[config.mk]
export PLATFORM = sky130hd
export DESIGN_NAME = length_prefixed_frame_deframer_flat
export DESIGN_NICKNAME = d
export VERILOG_FILES = /design/src/sv/lpfd_pkg.sv /design/src/sv/lpfd_ifs.sv /design/src/sv/length_prefixed_frame_deframer.sv /design/src/flat_wrapper.sv
export SDC_FILE = /design/constraint.sdc
export NUM_CORES = 1
export LEC_CHECK = 0
export ABC_AREA = 1
export BUFFER_PORTS_ARGS = -buffer_cell sky130_fd_sc_hd__buf_2
export CAP_MARGIN = 20
export CORE_MARGIN = 5
export CORE_UTILIZATION = 45
export CTS_CLUSTER_DIAMETER = 50
export DETAILED_ROUTE_END_ITERATION = 16
export GPL_ROUTABILITY_DRIVEN = 0
export PLACE_DENSITY = 0.78
export RECOVER_POWER = 50
export SYNTH_ARGS = -nofsm -noshare
export SYNTH_HDL_FRONTEND = slang
export SYNTH_SLANG_ARGS = --single-unit
[constraint.sdc]
create_clock -name clk -period 1.9 [get_ports clk]
set_input_delay 0.38 -clock clk [delete_from_list [all_inputs] [get_ports clk]]
set_output_delay 0.38 -clock clk [all_outputs]
set_load 0.02 [all_outputs]
[src/sv/lpfd_pkg.sv]
// Package for the length-prefixed frame deframer.
// Holds the phase type, register indexes, field widths and the result struct.
// No dependencies.
package lpfd_pkg;

  localparam int BYTE_W      = 8;
  localparam int LEN_W       = 16;
  localparam int CFG_INDEX_W = 8;
  localparam int CFG_DATA_W  = 16;

  localparam logic [CFG_INDEX_W-1:0] REG_MAX_FRAME_LENGTH = 8'd0;
  localparam logic [CFG_INDEX_W-1:0] REG_RECEIVE_ENABLE   = 8'd1;

  localparam logic [LEN_W-1:0] MAX_FRAME_LENGTH_RESET = 16'd1518;

  typedef enum logic [1:0] {
    PH_LEN_LO  = 2'd0,
    PH_LEN_HI  = 2'd1,
    PH_DELIVER = 2'd2,
    PH_SKIP    = 2'd3
  } phase_t;

  typedef struct packed {
    logic [BYTE_W-1:0] payload_byte;
    logic              frame_last;
    logic              empty_frame;
  } result_t;

endpackage

[src/sv/lpfd_ifs.sv]
// Channel interfaces of the length-prefixed frame deframer: byte stream in,
// delivered frame bytes out, and the register write channel.
// Depends on lpfd_pkg.
interface lpfd_rx_if import lpfd_pkg::*; ();
  logic              valid;
  logic              ready;
  logic [BYTE_W-1:0] rx_byte;

  modport source (output valid, output rx_byte, input ready);
  modport sink (input valid, input rx_byte, output ready);
endinterface

interface lpfd_out_if import lpfd_pkg::*; ();
  logic              valid;
  logic              ready;
  logic [BYTE_W-1:0] payload_byte;
  logic              frame_last;
  logic              empty_frame;

  modport source (output valid, output payload_byte, output frame_last,
                  output empty_frame, input ready);
  modport sink (input valid, input payload_byte, input frame_last,
                input empty_frame, output ready);
endinterface

interface lpfd_cfg_if import lpfd_pkg::*; ();
  logic                   valid;
  logic                   ready;
  logic [CFG_INDEX_W-1:0] index;
  logic [CFG_DATA_W-1:0]  data;

  modport source (output valid, output index, output data, input ready);
  modport sink (input valid, input index, input data, output ready);
endinterface

[src/sv/length_prefixed_frame_deframer.sv]
// Length-prefixed frame deframer, top level.
// Depends on lpfd_pkg and the channel interfaces in lpfd_ifs.sv.
//
// Usage:
//   rx carries the received stream, one byte per request. Each frame is a
//   16-bit little-endian length followed by that many payload bytes.
//   frame carries delivered payload bytes; frame_last marks the final byte
//   of a frame, and a delivered zero-length frame gives one request with
//   empty_frame and frame_last set and payload_byte zero.
//   cfg writes max_frame_length (index 0) and receive_enable (index 1); it
//   is always ready, and other indexes are ignored. Both registers are
//   sampled when the high length byte is processed.
// Timing:
//   One byte per cycle sustained while frame.ready is high. A byte is
//   captured in the input register, then processed into the result
//   register, from which its result is offered. Headers produce nothing
//   except the result of a delivered zero-length frame, and skipped frames
//   produce nothing.
// Reset:
//   rst (synchronous) empties both registers, expects a low length byte,
//   and restores max_frame_length to 1518 and receive_enable to 0.
// Stall:
//   While frame.ready is low the result holds; one more byte is taken into
//   the input register, then rx.ready drops until the result drains.
module length_prefixed_frame_deframer import lpfd_pkg::*; (
  input  logic         clk,
  input  logic         rst,
  lpfd_rx_if.sink      rx,
  lpfd_out_if.source   frame,
  lpfd_cfg_if.sink     cfg
);

  logic [LEN_W-1:0]  max_frame_length;
  logic              receive_enable;

  logic              s1_valid;
  logic [BYTE_W-1:0] s1_byte;
  logic              s1_advance;
  logic              s1_fire;

  phase_t            phase, phase_next;
  logic [LEN_W-1:0]  expected_length, expected_length_next;
  logic [LEN_W-1:0]  received_count, received_count_next;
  logic [LEN_W-1:0]  header_length;
  logic [LEN_W-1:0]  count_inc;
  logic              res_valid;
  result_t           res;

  logic              out_valid;
  result_t           out_res;

  // Register writes
  assign cfg.ready = 1'b1;

  always_ff @(posedge clk) begin
    if (rst) begin
      max_frame_length <= MAX_FRAME_LENGTH_RESET;
      receive_enable   <= 1'b0;
    end else if (cfg.valid) begin
      if (cfg.index == REG_MAX_FRAME_LENGTH) begin
        max_frame_length <= cfg.data[LEN_W-1:0];
      end else if (cfg.index == REG_RECEIVE_ENABLE) begin
        receive_enable <= cfg.data[0];
      end
    end
  end

  // Input register
  assign s1_advance = !out_valid || frame.ready;
  assign s1_fire    = s1_valid && s1_advance;
  assign rx.ready   = !s1_valid || s1_advance;

  always_ff @(posedge clk) begin
    if (rst) begin
      s1_valid <= 1'b0;
    end else if (rx.ready) begin
      s1_valid <= rx.valid;
    end
  end

  always_ff @(posedge clk) begin
    if (rx.valid && rx.ready) begin
      s1_byte <= rx.rx_byte;
    end
  end

  // Frame state
  always_ff @(posedge clk) begin
    if (rst) begin
      phase           <= PH_LEN_LO;
      expected_length <= '0;
      received_count  <= '0;
    end else if (s1_fire) begin
      phase           <= phase_next;
      expected_length <= expected_length_next;
      received_count  <= received_count_next;
    end
  end

  assign header_length = {s1_byte, expected_length[BYTE_W-1:0]};
  assign count_inc     = received_count + LEN_W'(1);

  always_comb begin
    phase_next           = phase;
    expected_length_next = expected_length;
    received_count_next  = received_count;
    res_valid            = 1'b0;
    res.payload_byte     = s1_byte;
    res.frame_last       = 1'b0;
    res.empty_frame      = 1'b0;
    case (phase)
      PH_LEN_LO: begin
        expected_length_next = {{(LEN_W-BYTE_W){1'b0}}, s1_byte};
        received_count_next  = '0;
        phase_next           = PH_LEN_HI;
      end
      PH_LEN_HI: begin
        received_count_next = '0;
        if (header_length > max_frame_length) begin
          expected_length_next = header_length;
          phase_next           = PH_SKIP;
        end else if (header_length == '0) begin
          expected_length_next = '0;
          phase_next           = PH_LEN_LO;
          res_valid            = receive_enable;
          res.payload_byte     = '0;
          res.frame_last       = 1'b1;
          res.empty_frame      = 1'b1;
        end else begin
          expected_length_next = header_length;
          phase_next           = receive_enable ? PH_DELIVER : PH_SKIP;
        end
      end
      PH_DELIVER, PH_SKIP: begin
        received_count_next = count_inc;
        res_valid           = (phase == PH_DELIVER);
        res.frame_last      = (count_inc == expected_length);
        if (count_inc == expected_length) begin
          phase_next           = PH_LEN_LO;
          expected_length_next = '0;
          received_count_next  = '0;
        end
      end
      default: begin
        phase_next = PH_LEN_LO;
      end
    endcase
  end

  // Result register
  always_ff @(posedge clk) begin
    if (rst) begin
      out_valid <= 1'b0;
    end else if (s1_advance) begin
      out_valid <= s1_valid && res_valid;
    end
  end

  always_ff @(posedge clk) begin
    if (s1_fire && res_valid) begin
      out_res <= res;
    end
  end

  assign frame.valid        = out_valid;
  assign frame.payload_byte = out_res.payload_byte;
  assign frame.frame_last   = out_res.frame_last;
  assign frame.empty_frame  = out_res.empty_frame;

  // Checks
  a_empty_is_last: assert property (@(posedge clk) disable iff (rst)
    out_valid && out_res.empty_frame |-> out_res.frame_last && out_res.payload_byte == '0)
    else $error("empty frame result without last mark or with nonzero byte");

  a_body_length_nonzero: assert property (@(posedge clk) disable iff (rst)
    (phase == PH_DELIVER || phase == PH_SKIP) |-> expected_length != '0)
    else $error("frame body phase with zero length");

  a_count_below_length: assert property (@(posedge clk) disable iff (rst)
    (phase == PH_DELIVER || phase == PH_SKIP) |-> received_count < expected_length)
    else $error("received count reached frame length without finishing");

  a_stall_needs_held_byte: assert property (@(posedge clk) disable iff (rst)
    !rx.ready |-> s1_valid && out_valid)
    else $error("input stalled with an empty pipeline stage");

  a_header_no_result: assert property (@(posedge clk) disable iff (rst)
    s1_fire && phase == PH_LEN_LO |=> !out_valid)
    else $error("result produced by a low length byte");

endmodule
[src/flat_wrapper.sv]
// flat-port wrapper written by rule: the top's interface ports become plain ports
module length_prefixed_frame_deframer_flat import lpfd_pkg::*;
  (clk, rst, rx_valid, rx_rx_byte, rx_ready, frame_valid, frame_payload_byte, frame_frame_last, frame_empty_frame, frame_ready, cfg_valid, cfg_index, cfg_data, cfg_ready);
  lpfd_rx_if rx_i ();
  lpfd_out_if frame_i ();
  lpfd_cfg_if cfg_i ();
  input  logic clk;
  input  logic rst;
  input wire logic [$bits(rx_i.valid)-1:0] rx_valid;
  input wire logic [$bits(rx_i.rx_byte)-1:0] rx_rx_byte;
  output wire logic [$bits(rx_i.ready)-1:0] rx_ready;
  output wire logic [$bits(frame_i.valid)-1:0] frame_valid;
  output wire logic [$bits(frame_i.payload_byte)-1:0] frame_payload_byte;
  output wire logic [$bits(frame_i.frame_last)-1:0] frame_frame_last;
  output wire logic [$bits(frame_i.empty_frame)-1:0] frame_empty_frame;
  input wire logic [$bits(frame_i.ready)-1:0] frame_ready;
  input wire logic [$bits(cfg_i.valid)-1:0] cfg_valid;
  input wire logic [$bits(cfg_i.index)-1:0] cfg_index;
  input wire logic [$bits(cfg_i.data)-1:0] cfg_data;
  output wire logic [$bits(cfg_i.ready)-1:0] cfg_ready;
  assign rx_i.valid = rx_valid;
  assign rx_i.rx_byte = rx_rx_byte;
  assign rx_ready = rx_i.ready;
  assign frame_valid = frame_i.valid;
  assign frame_payload_byte = frame_i.payload_byte;
  assign frame_frame_last = frame_i.frame_last;
  assign frame_empty_frame = frame_i.empty_frame;
  assign frame_i.ready = frame_ready;
  assign cfg_i.valid = cfg_valid;
  assign cfg_i.index = cfg_index;
  assign cfg_i.data = cfg_data;
  assign cfg_ready = cfg_i.ready;
  length_prefixed_frame_deframer u_core (.clk(clk), .rst(rst), .rx(rx_i), .frame(frame_i), .cfg(cfg_i));
endmodule
==> results.toml <==
[hold_path]
hold_depth = 1
worstHoldEndpoint = "u_core.s1_byte[2]"
hp-start = "rx_rx_byte[2]"
min_path_type = "input port to flop"

[detailed_routing]
dr_total_vias = 3949
drt-pass1-iter-count = 5
vias_per_cell = 5.16
drc = 0
first_iter_violations = 176
drt_wl_total_mm = 10.9
final_antenna_net_count = 0
routedWlPerCell_um = 14.2

[pwr]
clock_power_share_pct = 37.3
p_int_mw = 2.42
power.total_mw = 3.34
leakage_nw = 2.33
switching_share_pct = 27.6
powerDensity_nw_per_um2 = 633
p_comb_share_pct = 14.0
seq_power_share_pct = 48.7
netSwitchingPower_uw = 922
ir_worst_vdd_mv = 0.457

[finish]
fin_nets = 710
drive_gt1_share_pct = 30.9
finalInstanceArea_um2 = 5280
layout.cells.non_filler = 766
fin_util_pct = 64.0
syn2layout_area_growth_pct = 37.3
diodes = 0

[sta]
finalHoldViolations = 0
setup_slack_ns = -0.343
clock.fmax_ghz = 0.446
hold_ws_ns = 0.191
setup_viol = 46
rsz0062_at_grt = "yes"
slew_violations = 0
slew_headroom_pct = 62.9
worst_slew_pin_slew_ns = 0.555
fin_crit_ns = 2.24
clock_skew_ns = 0.0115
period_share_pct = 118

[setup_path]
worstRegToRegCells = 13
cpLargestDelayFamily = "simple AND/OR/NAND/NOR gates"
ff2ff_setup_slack_ns = -0.34
crit_fanout = 5
crit_path_frequent_cell = "nand2_1"
cp.required_ns = 1.99
reg2reg_to = "u_core.frame.payload_byte[5]"
cpMaxStageDelayCell = "edfxtp_1"
crit_arrival_ns = 2.33
crit_chain = "ha_4, a21oi_2, nand3b_1, a21oi_1, nor2_1, nand2_1, nand2_2, nand2_4, nor2_4, nand2_1, nand2_1, nand2_2, clkinvlp_4"
cp-end-kind = "flop"
slowest_delay_ns = 0.47
crit_type = "flop to flop"
cp_num_buf_inv = 1
startpoint_type = "flop"
r2r_start = "u_core.s1_byte[1]"

[global_routing]
antenna_found_initial = 0
grt.overflow.total = 0
grt_first_pass_wirelength_mm = 17.9
grt_pass1_vias = 3967
grt_util_all_layers_pct = 21.7
grt_start_max_net_pins = 35

[yosys]
yosysTopAreaCell = "dfxtp_1"
syn_nets = 585
synthArstFlopShare_pct = 0
synth.avg_cell_area_um2 = 7.25
yosys-top-cells-area = "dfxtp_1 28%, nand2_1 16%, edfxtp_1 14%"
synthFlopType = "dfxtp_1"
yosysWarnings = 0
synth_top_area_share_pct = 27.6
synth_edf_count = 18
ys_types = 34
syn_area_um2 = 3850
ys_seq_elements = 71
synth_cells = 531
seq_area_frac_synth_pct = 41.6

[status]
violations = "setup timing"
status = "complete, but fails checks"

[place]
hpwl_mm = 7.42
io_buffers = 48
placed_area_um2 = 4720
dp.cells = 735

[floorplanning]
fp.coreArea_um2 = 8260
chipHeight_um = 102
pin_count = 50
placementRows = 33
die_x_um = 102
start_util_pct = 46.6
die_area_um2 = 10500

[flow_run]
cap_violations = 0

[cts]
clkTransAtPathRegs_ns = 0.08
clock_sinks = 71
h-tree-depth = 3
root_buffer = "clkbuf_8"
cts_max_path_buffers = 2
clk_latency_ns = 0.36
cts_buffers = 9
cts_tree = "done"
==> cell usage in the layout (no fill, tap or decap), types with 2 or more instances in the layout <==
master / count
nand2_1: 144
buf_4: 64
inv_1: 61
buf_2: 46
dfxtp_1: 46
a21oi_1: 42
nor2_1: 25
nand3_1: 24
nand4_1: 21
o21ai_0: 20
edfxtp_1: 18
nand3b_1: 14
nand2_2: 14
ha_1: 12
clkbuf_8: 11
clkbuf_1: 11
buf_6: 10
a21oi_2: 8
nor2_4: 8
nor2_2: 7
nand2_4: 7
o21ai_1: 5
ha_4: 5
dfxtp_2: 5
nor4_1: 4
nand3_2: 3
buf_12: 3
xor2_1: 2
xnor2_1: 2
nand3_4: 2
inv_4: 2
inv_2: 2
clkinvlp_4: 2
dfxtp_4: 2
==> worst max-delay path by stage <==
| stage | from | endpoint | cells past startpoint |
|---|---|---|---|
| floorplan | u_core.s1_byte[1] | u_core.frame.empty_frame | 13 |
| global placement | u_core.s1_byte[7] | u_core.frame.payload_byte[5] | 12 |
| detailed placement | u_core.s1_byte[1] | u_core.frame.payload_byte[5] | 13 |
| CTS | u_core.s1_byte[1] | u_core.frame.payload_byte[5] | 13 |
| global route | u_core.received_count[0] | u_core.expected_length[7] | 16 |
| finish | u_core.s1_byte[1] | u_core.frame.payload_byte[5] | 13 |
==> metrics by stage <==
step	setup slack, ns	TNS, ns
after global placement	-0.318	-8.57
after CTS	-0.269	-9.25
final	-0.343	-13.15
after global routing	-0.477	-19.38
after floorplan	-0.0512	-0.512
after detailed placement	-0.407	-13.38
==> what timing repair did <==
| item | in CTS | in global routing |
|---|---|---|
| resized for setup | 41 | 33 |
| gates cloned | 2 | 0 |
| setup buffers | 14 | 1 |
| pin swaps | 30 | 28 |
| hold buffers | 0 | 0 |
| endpoints found under the setup margin | 46 | 47 |
==> area by class of cell <==
| class | count | area [µm²] |
|---|---|---|
| clock buffers | 13 | 180 |
| flip-flops and latches | 71 | 1620 |
| repair inverters | 1 | 7.51 |
| multi-input cells | 375 | 2160 |
| repair buffers | 133 | 921 |
| inverters | 65 | 246 |
| fillers | 695 | 2980 |
| clock inverters | 3 | 22.5 |
| well taps | 105 | 131 |
==> power by group through the flow <==
stage	logic, mW	registers (mW)	clock network, mW
after floorplan	0.228	1.66	0
after global placement	0.398	1.66	0
after detailed placement	0.410	1.66	0
after CTS	0.454	1.62	1.25
after global routing	0.520	1.63	1.32
final	0.469	1.63	1.25
==> Yosys cell counts, drive strengths merged, types with 2 or more instances <==
| cell type | n |
|---|---|
| dfxtp | 53 |
| nand4 | 21 |
| nand3b | 14 |
| nand3 | 29 |
| nor2 | 40 |
| clkbuf | 15 |
| nor4 | 4 |
| ha | 17 |
| xnor2 | 2 |
| a21oi | 50 |
| inv | 64 |
| buf | 6 |
| xor2 | 2 |
| nand2 | 164 |
| edfxtp | 18 |
| o21ai | 25 |
==> worst reg2reg max path: cells and delay by family, from the launching register on <==
family,cells,cell delay (ns)
AND/OR/NAND/NOR,9,0.81
flip-flops,1,0.47
adder cells (fa/ha/maj),1,0.32
buffers and inverters,1,0.19
AO/OA/AOI/OAI,2,0.18
==> metal layers <==
metal / part of all wire [%] / wire (µm) / global-route usage [%] / up-vias
li1: - / - / - / 1990
met1: 42 / 4580 / 25.3 / 1821
met2: 50 / 5490 / 37.9 / 107
met3: 4.4 / 484 / 3.89 / 31
met4: 3.1 / 341 / 11.4 / 0
met5: 0 / 0 / 0 / -
==> cells by family after synthesis <==
logic type	share of synthesized area, %
and+or+nand+nor	32.2
buffers and inverters	8.94
AOI/OAI and AO/OA	10.1
DFF	41.6
adders and majority gates	5.53
xor gates and xnor gates	1.53
other	0.0975
==> flip-flops by register name, summed over array words and instances, names as in the netlist <==
register,cells
u_core.receive_enable,1
u_core.frame.valid,1
u_core.s1_byte,8
u_core.phase,2
u_core.max_frame_length,16
u_core.received_count,16
u_core.frame.frame_last,1
u_core.expected_length,16
u_core.frame.empty_frame,1
u_core.frame.payload_byte,8
u_core.s1_valid,1
No activity file was read; power rests on OpenSTA's default activity.
